--- config.mk ---
export PLATFORM = sky130hd
export DESIGN_NAME = psu_predict
export DESIGN_NICKNAME = d
export VERILOG_FILES = /design/src/hw/rtl/psu_pkg.sv /design/src/hw/rtl/psu_predict.sv
export SDC_FILE = /design/constraint.sdc
export NUM_CORES = 1
export LEC_CHECK = 0
export ABC_CLOCK_PERIOD_IN_PS = 10800
export BUFFER_PORTS_ARGS = -buffer_cell sky130_fd_sc_hd__buf_4
export CAP_MARGIN = 0
export CORE_MARGIN = 2
export CORE_UTILIZATION = 56
export DETAILED_ROUTE_END_ITERATION = 10
export GPL_ROUTABILITY_DRIVEN = 0
export MAX_ROUTING_LAYER = met4
export PLACE_DENSITY_LB_ADDON = 0.08
export SYNTH_ARGS = -nofsm -noshare
export SYNTH_HDL_FRONTEND = slang
export SYNTH_SLANG_ARGS = --single-unit
--- constraint.sdc ---
create_clock -name vclk -period 10.8
set_input_delay 2.16 -clock vclk [all_inputs]
set_output_delay 2.16 -clock vclk [all_outputs]
set_load 0.01 [all_outputs]
--- src/hw/rtl/psu_pkg.sv ---
// ----------------------------------------------------------------------------
// psu_pkg: shared definitions for the PNG scanline unfilter
// Default sizes, register indexes, colour modes, filter types, status codes
// and the word that the input stage hands to the unfilter stage.
// ----------------------------------------------------------------------------
package psu_pkg;

  localparam int MAX_WIDTH_DEF     = 8192;
  localparam int PALETTE_DEPTH_DEF = 256;
  localparam int MAX_HEIGHT        = 8192;

  // Configuration register indexes (byte address is four times the index)
  localparam logic [1:0] REG_WIDTH   = 2'd0;
  localparam logic [1:0] REG_HEIGHT  = 2'd1;
  localparam logic [1:0] REG_MODE    = 2'd2;
  localparam logic [1:0] REG_PALSIZE = 2'd3;

  localparam logic [1:0] MODE_RGB  = 2'd0;
  localparam logic [1:0] MODE_RGBA = 2'd1;
  localparam logic [1:0] MODE_PAL  = 2'd2;

  localparam logic [2:0] FILT_NONE  = 3'd0;
  localparam logic [2:0] FILT_SUB   = 3'd1;
  localparam logic [2:0] FILT_UP    = 3'd2;
  localparam logic [2:0] FILT_AVG   = 3'd3;
  localparam logic [2:0] FILT_PAETH = 3'd4;

  localparam logic [1:0] STAT_PIXEL      = 2'd0;
  localparam logic [1:0] STAT_BAD_FILTER = 2'd1;
  localparam logic [1:0] STAT_BAD_INDEX  = 2'd2;

  localparam logic REQ_STREAM  = 1'b0;
  localparam logic REQ_PALETTE = 1'b1;

  typedef struct packed {
    logic       req;
    logic [7:0] x;
    logic [7:0] e_idx;
    logic [7:0] e_red;
    logic [7:0] e_green;
    logic [7:0] e_blue;
    logic [7:0] e_alpha;
    logic       filt_byte;
    logic [1:0] ch;
    logic       last_ch;
    logic       pal;
    logic       rgba;
    logic       row_end;
    logic       img_end;
    logic       first_row;
  } psu_item_t;

endpackage

--- src/hw/rtl/psu_predict.sv ---
// ----------------------------------------------------------------------------
// psu_predict: PNG filter reconstruction for one sample byte
// Adds the predictor chosen by the row filter (Sub, Up, Average, Paeth) to
// the filtered byte; unknown filter codes pass the byte through.
// ----------------------------------------------------------------------------
module psu_predict
  import psu_pkg::*;
(
  input  logic [2:0] filt,
  input  logic [7:0] raw,
  input  logic [7:0] left,
  input  logic [7:0] up,
  input  logic [7:0] up_left,
  output logic [7:0] result
);

  logic signed [9:0] d_bc;
  logic signed [9:0] d_ac;
  logic signed [9:0] d_sum;
  logic        [9:0] pa;
  logic        [9:0] pb;
  logic        [9:0] pc;
  logic        [7:0] paeth;
  logic        [8:0] avg_sum;

  // With p = a + b - c the three distances reduce to |b-c|, |a-c| and |a+b-2c|.
  always_comb begin
    d_bc  = $signed({2'b00, up}) - $signed({2'b00, up_left});
    d_ac  = $signed({2'b00, left}) - $signed({2'b00, up_left});
    d_sum = d_bc + d_ac;
    pa    = d_bc[9] ? 10'(-d_bc) : 10'(d_bc);
    pb    = d_ac[9] ? 10'(-d_ac) : 10'(d_ac);
    pc    = d_sum[9] ? 10'(-d_sum) : 10'(d_sum);
    if (pa <= pb && pa <= pc) begin
      paeth = left;
    end else if (pb <= pc) begin
      paeth = up;
    end else begin
      paeth = up_left;
    end
    avg_sum = {1'b0, left} + {1'b0, up};
  end

  always_comb begin
    unique case (filt)
      FILT_SUB:   result = raw + left;
      FILT_UP:    result = raw + up;
      FILT_AVG:   result = raw + avg_sum[8:1];
      FILT_PAETH: result = raw + paeth;
      default:    result = raw;
    endcase
  end

endmodule

==> run_results.csv, run 1 <==
group,metric,value,unit
outcome,status,"finished, violations left",
outcome,violations,"negative setup slack",
sta,slew_violations,0,
power_and_ir_drop,power_per_cell_area,183,mW/mm2
sta,holdWs,4.63,ns
synthesis,yosysTopAreaCellShare,25.3,%
final_layout,multi_input_area,0.00358,mm2
sta,fmax,0.0899,GHz
worst_setup_path,worstPathMaxFanout,5,
placed_design,dp_hpwl,8420,um
final_layout,final_nets,704,
worst_setup_path,start_kind,"input port",
global_routing,grt_max_degree,16,
power_and_ir_drop,pwr-share-comb,100.0,%
power_and_ir_drop,p_int,0.471,mW
placed_design,post_dp_cell_area,0.00434,mm2
synthesis,synth_area_per_cell,7.45,um2
sta,setup_viol,2,
final_layout,area_delta_synth_final,48.2,%
route,via_per_inst,6.16,
synthesis,yosys_warnings,0,
power_and_ir_drop,power.total,0.913,mW
route,postRouteWirelength,12000,um
power_and_ir_drop,pwr-share-seq,0,%
final_layout,clkbuf_count,0,
sta,period_share,103,%
global_routing,grt_util_all_layers,34.2,%
synthesis,yosys-top-cells-count,"ha_1, a21oi_1, inv_1",
sta,finalHoldViolCount,0,
worst_setup_path,worst_path_max_delay_cell,"or4b_4",
final_layout,regArea,0,um2
route,drt_iter0_markers,221,
synthesis,syn-instance-count,452,
route,drc,0,
placed_design,io_buffer_count,43,
power_and_ir_drop,swShare,48.5,%
synthesis,synth.largest_area_cell,"ha_1",
sta,fin_ws,-0.326,ns
synthesis,yosysMostFrequentCell,"ha_1",
power_and_ir_drop,p_sw,0.443,mW
power_and_ir_drop,power_leakage,2.41,nW
sta,rsz0062_at_grt,"true",
final_layout,seq_cells,0,
power_and_ir_drop,ir_drop,0.000186,V
final_layout,n_fill_cell,337,
final_layout,fin_cells,669,
global_routing,globalRouteOverflowTotal,0,
die,die_h,81.6,um
final_layout,final_area,0.00499,mm2
worst_setup_path,worstPathRequired,8.64,ns
clocking,cts_hold_buf,0,
placed_design,place_inst,638,
final_layout,utilization,85.4,%
global_routing,antenna_found_initial,0,
die,fp.coreArea,0.00585,mm2
min_path,worstHoldPathType,"in -> out",
synthesis,seq_area_frac_synth,0,%
die,placementRows,28,
global_routing,grt_pass1_wl,17600,um
power_and_ir_drop,clkPwrFrac,0,%
worst_setup_path,crit_path_end_kind,"output port",
route,final_antenna_net_count,0,
route,first_pass_iters,5,
die,dieArea,0.00665,mm2
worst_setup_path,max_stage_delay,0.53,ns
worst_setup_path,path_class,"in -> out",
die,dieWidth,81.6,um
synthesis,synth_cell_types,64,
route,vias,4124,
synthesis,syn_area,0.00337,mm2
die,io_pins,43,
final_layout,antenna_cells,0,
die,initial_core_util,57.6,%
final_layout,drive_above_1_share,38.0,%
route,wl_per_cell,17.9,um
worst_setup_path,arrival,8.97,ns
global_routing,grt_pass1_vias,4028,
sta,fin_crit,11.13,ns
synthesis,synth_area_leaders,"ha_1, a21oi_1, xnor2_1",
flow_run,cap_violations,0,
path summary, 6_finish.rpt:
path | from | to | slack (ns) | cells after the start
worst min-delay path | raw[2] | result[2] | 4.63 | 4
worst max-delay path | up[0] | result[7] | -0.33 | 37
cell type report:
class | instances | area share (%)
Tap cell | 75 | 1.88
Multi-Input combinational cell | 413 | 71.7
Inverter | 35 | 2.88
Timing Repair Buffer | 146 | 23.6
per-stage QoR:
stage               TNS [ns]  setup slack (ns)
floorplan                  0            0.0397
global placement      -0.426            -0.370
CTS                   -0.120            -0.120
finish                -0.405            -0.326
global route           -1.02            -0.638
detailed placement    -0.644            -0.508
power groups by stage:
| stage | Combinational [mW] | Sequential (mW) | Clock [mW] |
|---|---|---|---|
| 2_1_floorplan | 0.447 | 0 | 0 |
| 3_3_place_gp | 0.658 | 0 | 0 |
| 3_5_place_dp | 0.681 | 0 | 0 |
| 4_1_cts | 0.821 | 0 | 0 |
| 5_1_grt | 0.979 | 0 | 0 |
| 6_report | 0.913 | 0 | 0 |
cells in the final DEF (no fill, tap or decap), types with 15 or more instances in the layout:
| cell | synthesis | final |
|---|---|---|
| inv_1 | 35 | 26 |
| buf_4 | 0 | 137 |
| nor2_1 | 34 | 31 |
| a21oi_1 | 42 | 32 |
| o21a_1 | 15 | 15 |
| xor2_1 | 17 | 16 |
| nand2_1 | 26 | 25 |
| xnor2_1 | 24 | 20 |
| ha_1 | 68 | 59 |
| o21ai_0 | 27 | 18 |
| a21o_1 | 16 | 15 |
kinds of logic (layout without fill, tap and decap cells):
group                    after synthesis  in the layout  synth area share (%)
XOR/XNOR                              43             43                  11.8
other                                  2              4                 0.223
AO/OA/AOI/OAI                        159            160                  33.0
AND/OR/NAND/NOR                      125            125                  19.5
buffers and inverters                 42            181                  4.68
adder cells (fa/ha/maj)               74             74                  28.6
multiplexers                           7              7                  2.27
worst max-delay path, delay by kind of cell:
family                     cells  cell delay (ns)
AOI/OAI and AO/OA             17             3.20
adders and majority gates      5             1.22
buffers and inverters         10             1.13
and+or+nand+nor                5             1.23
routing by layer:
metal | track usage [%] | vias to the layer above | wire, um
met1 | 33.5 | 1904 | 4490
met3 | 3.19 | 68 | 522
met2 | 65.3 | 188 | 6140
met5 | - | - | 0
li1 | - | 1964 | -
met4 | 19.8 | 0 | 803
what timing repair did:
| item | in CTS | in global routing |
|---|---|---|
| cloned | 2 | 0 |
| setup buffers | 22 | 7 |
| resized for setup | 48 | 38 |
| pin swaps | 50 | 49 |
| setup endpoints to repair | 2 | 4 |
| endpoints found under the hold margin | 0 | 0 |
Power figures use the tool's default switching activity.
==> run 2: changes to the inputs <==
==> constraint.sdc (replaced) <==
create_clock -name vclk -period 10.8
set_input_delay 1.62 -clock vclk [all_inputs]
set_output_delay 1.62 -clock vclk [all_outputs]
set_load 0.01 [all_outputs]
==> run 2 against run 1 <==
Against the previous run: the run now ends clean; design area shrank 22%; die area is the same; final cell count shrank 14%; non-clock buffer count shrank 95; first-iteration DRC count shrank 45%.
==> run_results.csv, run 2 (synthesis results as in run 1) <==
group,metric,value,unit
route,vias,3458,
route,drt_iter0_markers,122,
power_and_ir_drop,power_leakage,1.87,nW
power_and_ir_drop,ir_drop,0.000116,V
placed_design,place_inst,572,
final_layout,utilization,66.2,%
die,dieWidth,81.6,um
worst_setup_path,worstPathRequired,9.18,ns
final_layout,seq_cells,0,
route,first_pass_iters,4,
global_routing,grt_pass1_vias,3348,
global_routing,grt_pass1_wl,14700,um
die,io_pins,43,
route,final_antenna_net_count,0,
sta,period_share,96.2,%
clocking,cts_hold_buf,0,
sta,fmax,0.0962,GHz
die,placementRows,28,
route,wl_per_cell,16.3,um
final_layout,regArea,0,um2
flow_run,cap_violations,0,
route,postRouteWirelength,9320,um
worst_setup_path,arrival,8.77,ns
placed_design,dp_hpwl,8130,um
power_and_ir_drop,power_per_cell_area,160,mW/mm2
final_layout,clkbuf_count,0,
die,fp.coreArea,0.00585,mm2
min_path,worstHoldPathType,"in -> out",
worst_setup_path,crit_path_end_kind,"output port",
sta,rsz0062_at_grt,"false",
global_routing,grt_max_degree,16,
global_routing,antenna_found_initial,0,
sta,setup_tns,0,ns
final_layout,drive_above_1_share,16.5,%
placed_design,io_buffer_count,43,
sta,slew_headroom,33.1,%
final_layout,multi_input_area,0.00326,mm2
sta,worst_slew_pin_slew,1.00,ns
global_routing,grt_util_all_layers,28.5,%
final_layout,final_area,0.00387,mm2
final_layout,final_cell_mix,"ha_1, buf_4, a21oi_1",
sta,finalHoldViolCount,0,
worst_setup_path,start_kind,"input port",
die,dieArea,0.00665,mm2
worst_setup_path,critical_path.top_delay_family,"compound AO/OA/AOI/OAI gates",
worst_setup_path,worst_path_max_delay_cell,"a2111o_1",
route,drc,0,
sta,setup_viol,0,
min_path,hp-start,"raw[3]",
worst_setup_path,path_class,"in -> out",
sta,slew_violations,0,
die,die_h,81.6,um
global_routing,globalRouteOverflowTotal,0,
worst_setup_path,worstPathMaxFanout,7,
min_path,hold_depth,4,
min_path,holdPathEnd,"result[3]",
placed_design,post_dp_cell_area,0.00382,mm2
route,via_per_inst,6.03,
sta,fin_crit,10.39,ns
final_layout,n_fill_cell,547,
outcome,status,"finished, final reports clean",
worst_setup_path,max_stage_delay,0.40,ns
final_layout,area_delta_synth_final,14.9,%
final_layout,final_nets,608,
final_layout,antenna_cells,0,
die,initial_core_util,57.6,%
final_layout,fin_cells,573,
sta,holdWs,3.54,ns
final_layout,mostFrequentLayoutCell,"ha_1",
worst_setup_path,critPathBufInv,6,
## run 2: cell count changes in the layout (fill, tap and decap cells not counted), sizes merged
cell    previous run  this run
buf              145        51
bufbuf             1         0
a32oi              3         2
## run 2: per-stage QoR
step / total power, mW / setup WS (ns)
floorplan: 0.440 / 0.782
global placement: 0.578 / 0.342
detailed placement: 0.594 / 0.141
CTS: 0.599 / 0.146
global route: 0.684 / 0.00855
finish: 0.619 / 0.407
## run 2: final cells by class
class / instances / share of cell area, %
Multi-Input combinational cell: 412 / 84.3
Inverter: 35 / 3.39
Tap cell: 75 / 2.42
Timing Repair Buffer: 51 / 9.89
## run 2: how the worst max path moves through the flow
stage                          start   endpoint  slack, ns  cells after the start
after global placement       left[0]  result[7]       0.34                     34
after detailed placement  up_left[1]  result[7]       0.14                     35
after floorplan                up[0]  result[7]       0.78                     32
after global routing           up[0]  result[7]      0.009                     38
final                     up_left[1]  result[7]       0.41                     36
after CTS                 up_left[1]  result[7]       0.15                     35
## run 2: repair_timing
action / 4_1_cts / 5_1_grt
endpoints found under the setup margin: 0 / 1
gates resized for setup: 0 / 11
setup buffers: 0 / 1
## run 2: power breakdown
part           switching, mW  total (mW)  internal (mW)
clock network              0           0              0
registers                  0           0              0
logic                  0.345       0.619          0.275
## run 2: layer usage
metal	vias up	global-route usage [%]	share of wire (%)
met5	-	-	0
met4	0	7.00	2.5
met3	15	0.769	2.7
met2	80	57.3	53
met1	1597	30.4	41
li1	1766	-	-
==> run 3: changes to the inputs <==
Settings changed: CELL_PAD_IN_SITES_DETAIL_PLACEMENT set to 0, CELL_PAD_IN_SITES_GLOBAL_PLACEMENT set to 1, CORE_UTILIZATION 56 to 41.
==> run 3 against run 2 <==
Against the previous run: power grew 0.22%; critical path depth down 2; maximum frequency fell by 0.66%; first-iteration DRC count down 58%; die area increased by 35%; non-clock buffer count grew 7; flip-flop and latch count unchanged; worst setup slack lost 0.069 ns; combinational power about the same; count of clock-buffer cells in the layout did not move; sequential share of layout area did not move; worst hold slack improved by 0.0066 ns.
==> run_results.csv, run 3 (synthesis results as in run 1) <==
group,metric,value,unit
worst_setup_path,max_stage_delay,0.58,ns
route,drc,0,
worst_setup_path,worstPathMaxFanout,8,
placed_design,io_buffer_count,43,
outcome,status,"finished, final reports clean",
route,drt_iter0_markers,51,
sta,finalHoldViolCount,0,
final_layout,area_delta_synth_final,17.6,%
route,first_pass_iters,4,
final_layout,regArea,0,um2
sta,slew_headroom,29.5,%
sta,slew_violations,0,
sta,period_share,96.9,%
min_path,hp-start,"raw[4]",
global_routing,grt_max_degree,16,
worst_setup_path,cp_common_cell,"a21oi_1",
power_and_ir_drop,power_leakage,1.91,nW
route,wl_per_cell,15.7,um
route,postRouteWirelength,9590,um
flow_run,cap_violations,0,
power_and_ir_drop,power_per_cell_area,157,mW/mm2
die,placementRows,33,
global_routing,grt_pass1_wl,15500,um
final_layout,final_nets,615,
min_path,holdPathEnd,"result[4]",
die,initial_core_util,41.6,%
worst_setup_path,worstPathRequired,9.18,ns
route,via_per_inst,5.56,
route,vias,3390,
final_layout,final_cell_mix,"ha_1, buf_4, a21oi_1",
global_routing,grt_pass1_vias,3339,
worst_setup_path,path_class,"in -> out",
die,io_pins,43,
placed_design,dp_hpwl,8490,um
global_routing,grt_util_all_layers,22.1,%
sta,worst_slew_pin_slew,1.05,ns
die,dieArea,0.00896,mm2
global_routing,antenna_found_initial,0,
final_layout,drive_above_1_share,17.8,%
worst_setup_path,crit_path_end_kind,"output port",
min_path,worstHoldPathType,"in -> out",
sta,holdWs,3.54,ns
die,dieWidth,94.7,um
sta,fin_crit,10.46,ns
final_layout,clkbuf_count,0,
sta,setup_viol,0,
worst_setup_path,worst_path_max_delay_cell,"or4b_1",
worst_setup_path,arrival,8.84,ns
route,final_antenna_net_count,0,
global_routing,globalRouteOverflowTotal,0,
final_layout,mostFrequentLayoutCell,"ha_1",
die,fp.coreArea,0.00809,mm2
final_layout,antenna_cells,0,
final_layout,seq_cells,0,
worst_setup_path,start_kind,"input port",
power_and_ir_drop,power.total,0.621,mW
min_path,hold_depth,4,
sta,fmax,0.0956,GHz
power_and_ir_drop,ir_drop,0.0000457,V
die,die_h,94.7,um
## run 3: timing repair
action	CTS	global route
hold buffers	0	0
gates resized for setup	0	10
setup buffers	0	6
setup endpoints to repair	0	1
## run 3: final cells by class
type / instances / area [um2]
fillers: 866 / 4130
multi-input cells: 412 / 3260
repair buffers: 58 / 435
inverters: 35 / 135
well taps: 105 / 131
## run 3: per-layer routing
metal	track usage, %	vias up	wire [um]
met5	-	-	0
met3	0.479	11	186
met1	24.9	1560	4160
li1	-	1770	-
met2	43.8	49	5100
met4	3.50	0	152
## run 3: critical path, delay by kind of cell
kind	cells	cell delay [ns]
compound gates	17	3.69
buf+inv	6	0.66
simple gates	6	1.39
fa+ha+maj	5	1.49
## run 3: where the power goes
part	total, mW	switching [mW]	internal (mW)
sequential	0	0	0
combinational	0.621	0.343	0.277
clock	0	0	0
## run 3: through the flow
| step | setup WS, ns | std cells | utilization [%] | cell area, um2 | TNS [ns] |
|---|---|---|---|---|---|
| 6_report | 0.338 | 610 | 49.0 | 3960 | 0 |
| 5_1_grt | -0.00715 | 610 | 49.0 | 3960 | -0.00715 |
| 4_1_cts | 0.126 | 604 | 47.9 | 3870 | 0 |
| 3_5_place_dp | 0.144 | 604 | 47.9 | 3870 | 0 |
| 3_3_place_gp | 0.216 | 604 | 47.9 | 3870 | 0 |
| 2_1_floorplan | 0.782 | 454 | - | 3380 | 0 |
## run 3: worst max path at each step
stage / from / endpoint
after CTS: left[0] / result[7]
after global placement: up_left[1] / result[7]
final: left[0] / result[7]
after detailed placement: left[0] / result[7]
after global routing: left[0] / result[7]
after floorplan: up[0] / result[7]
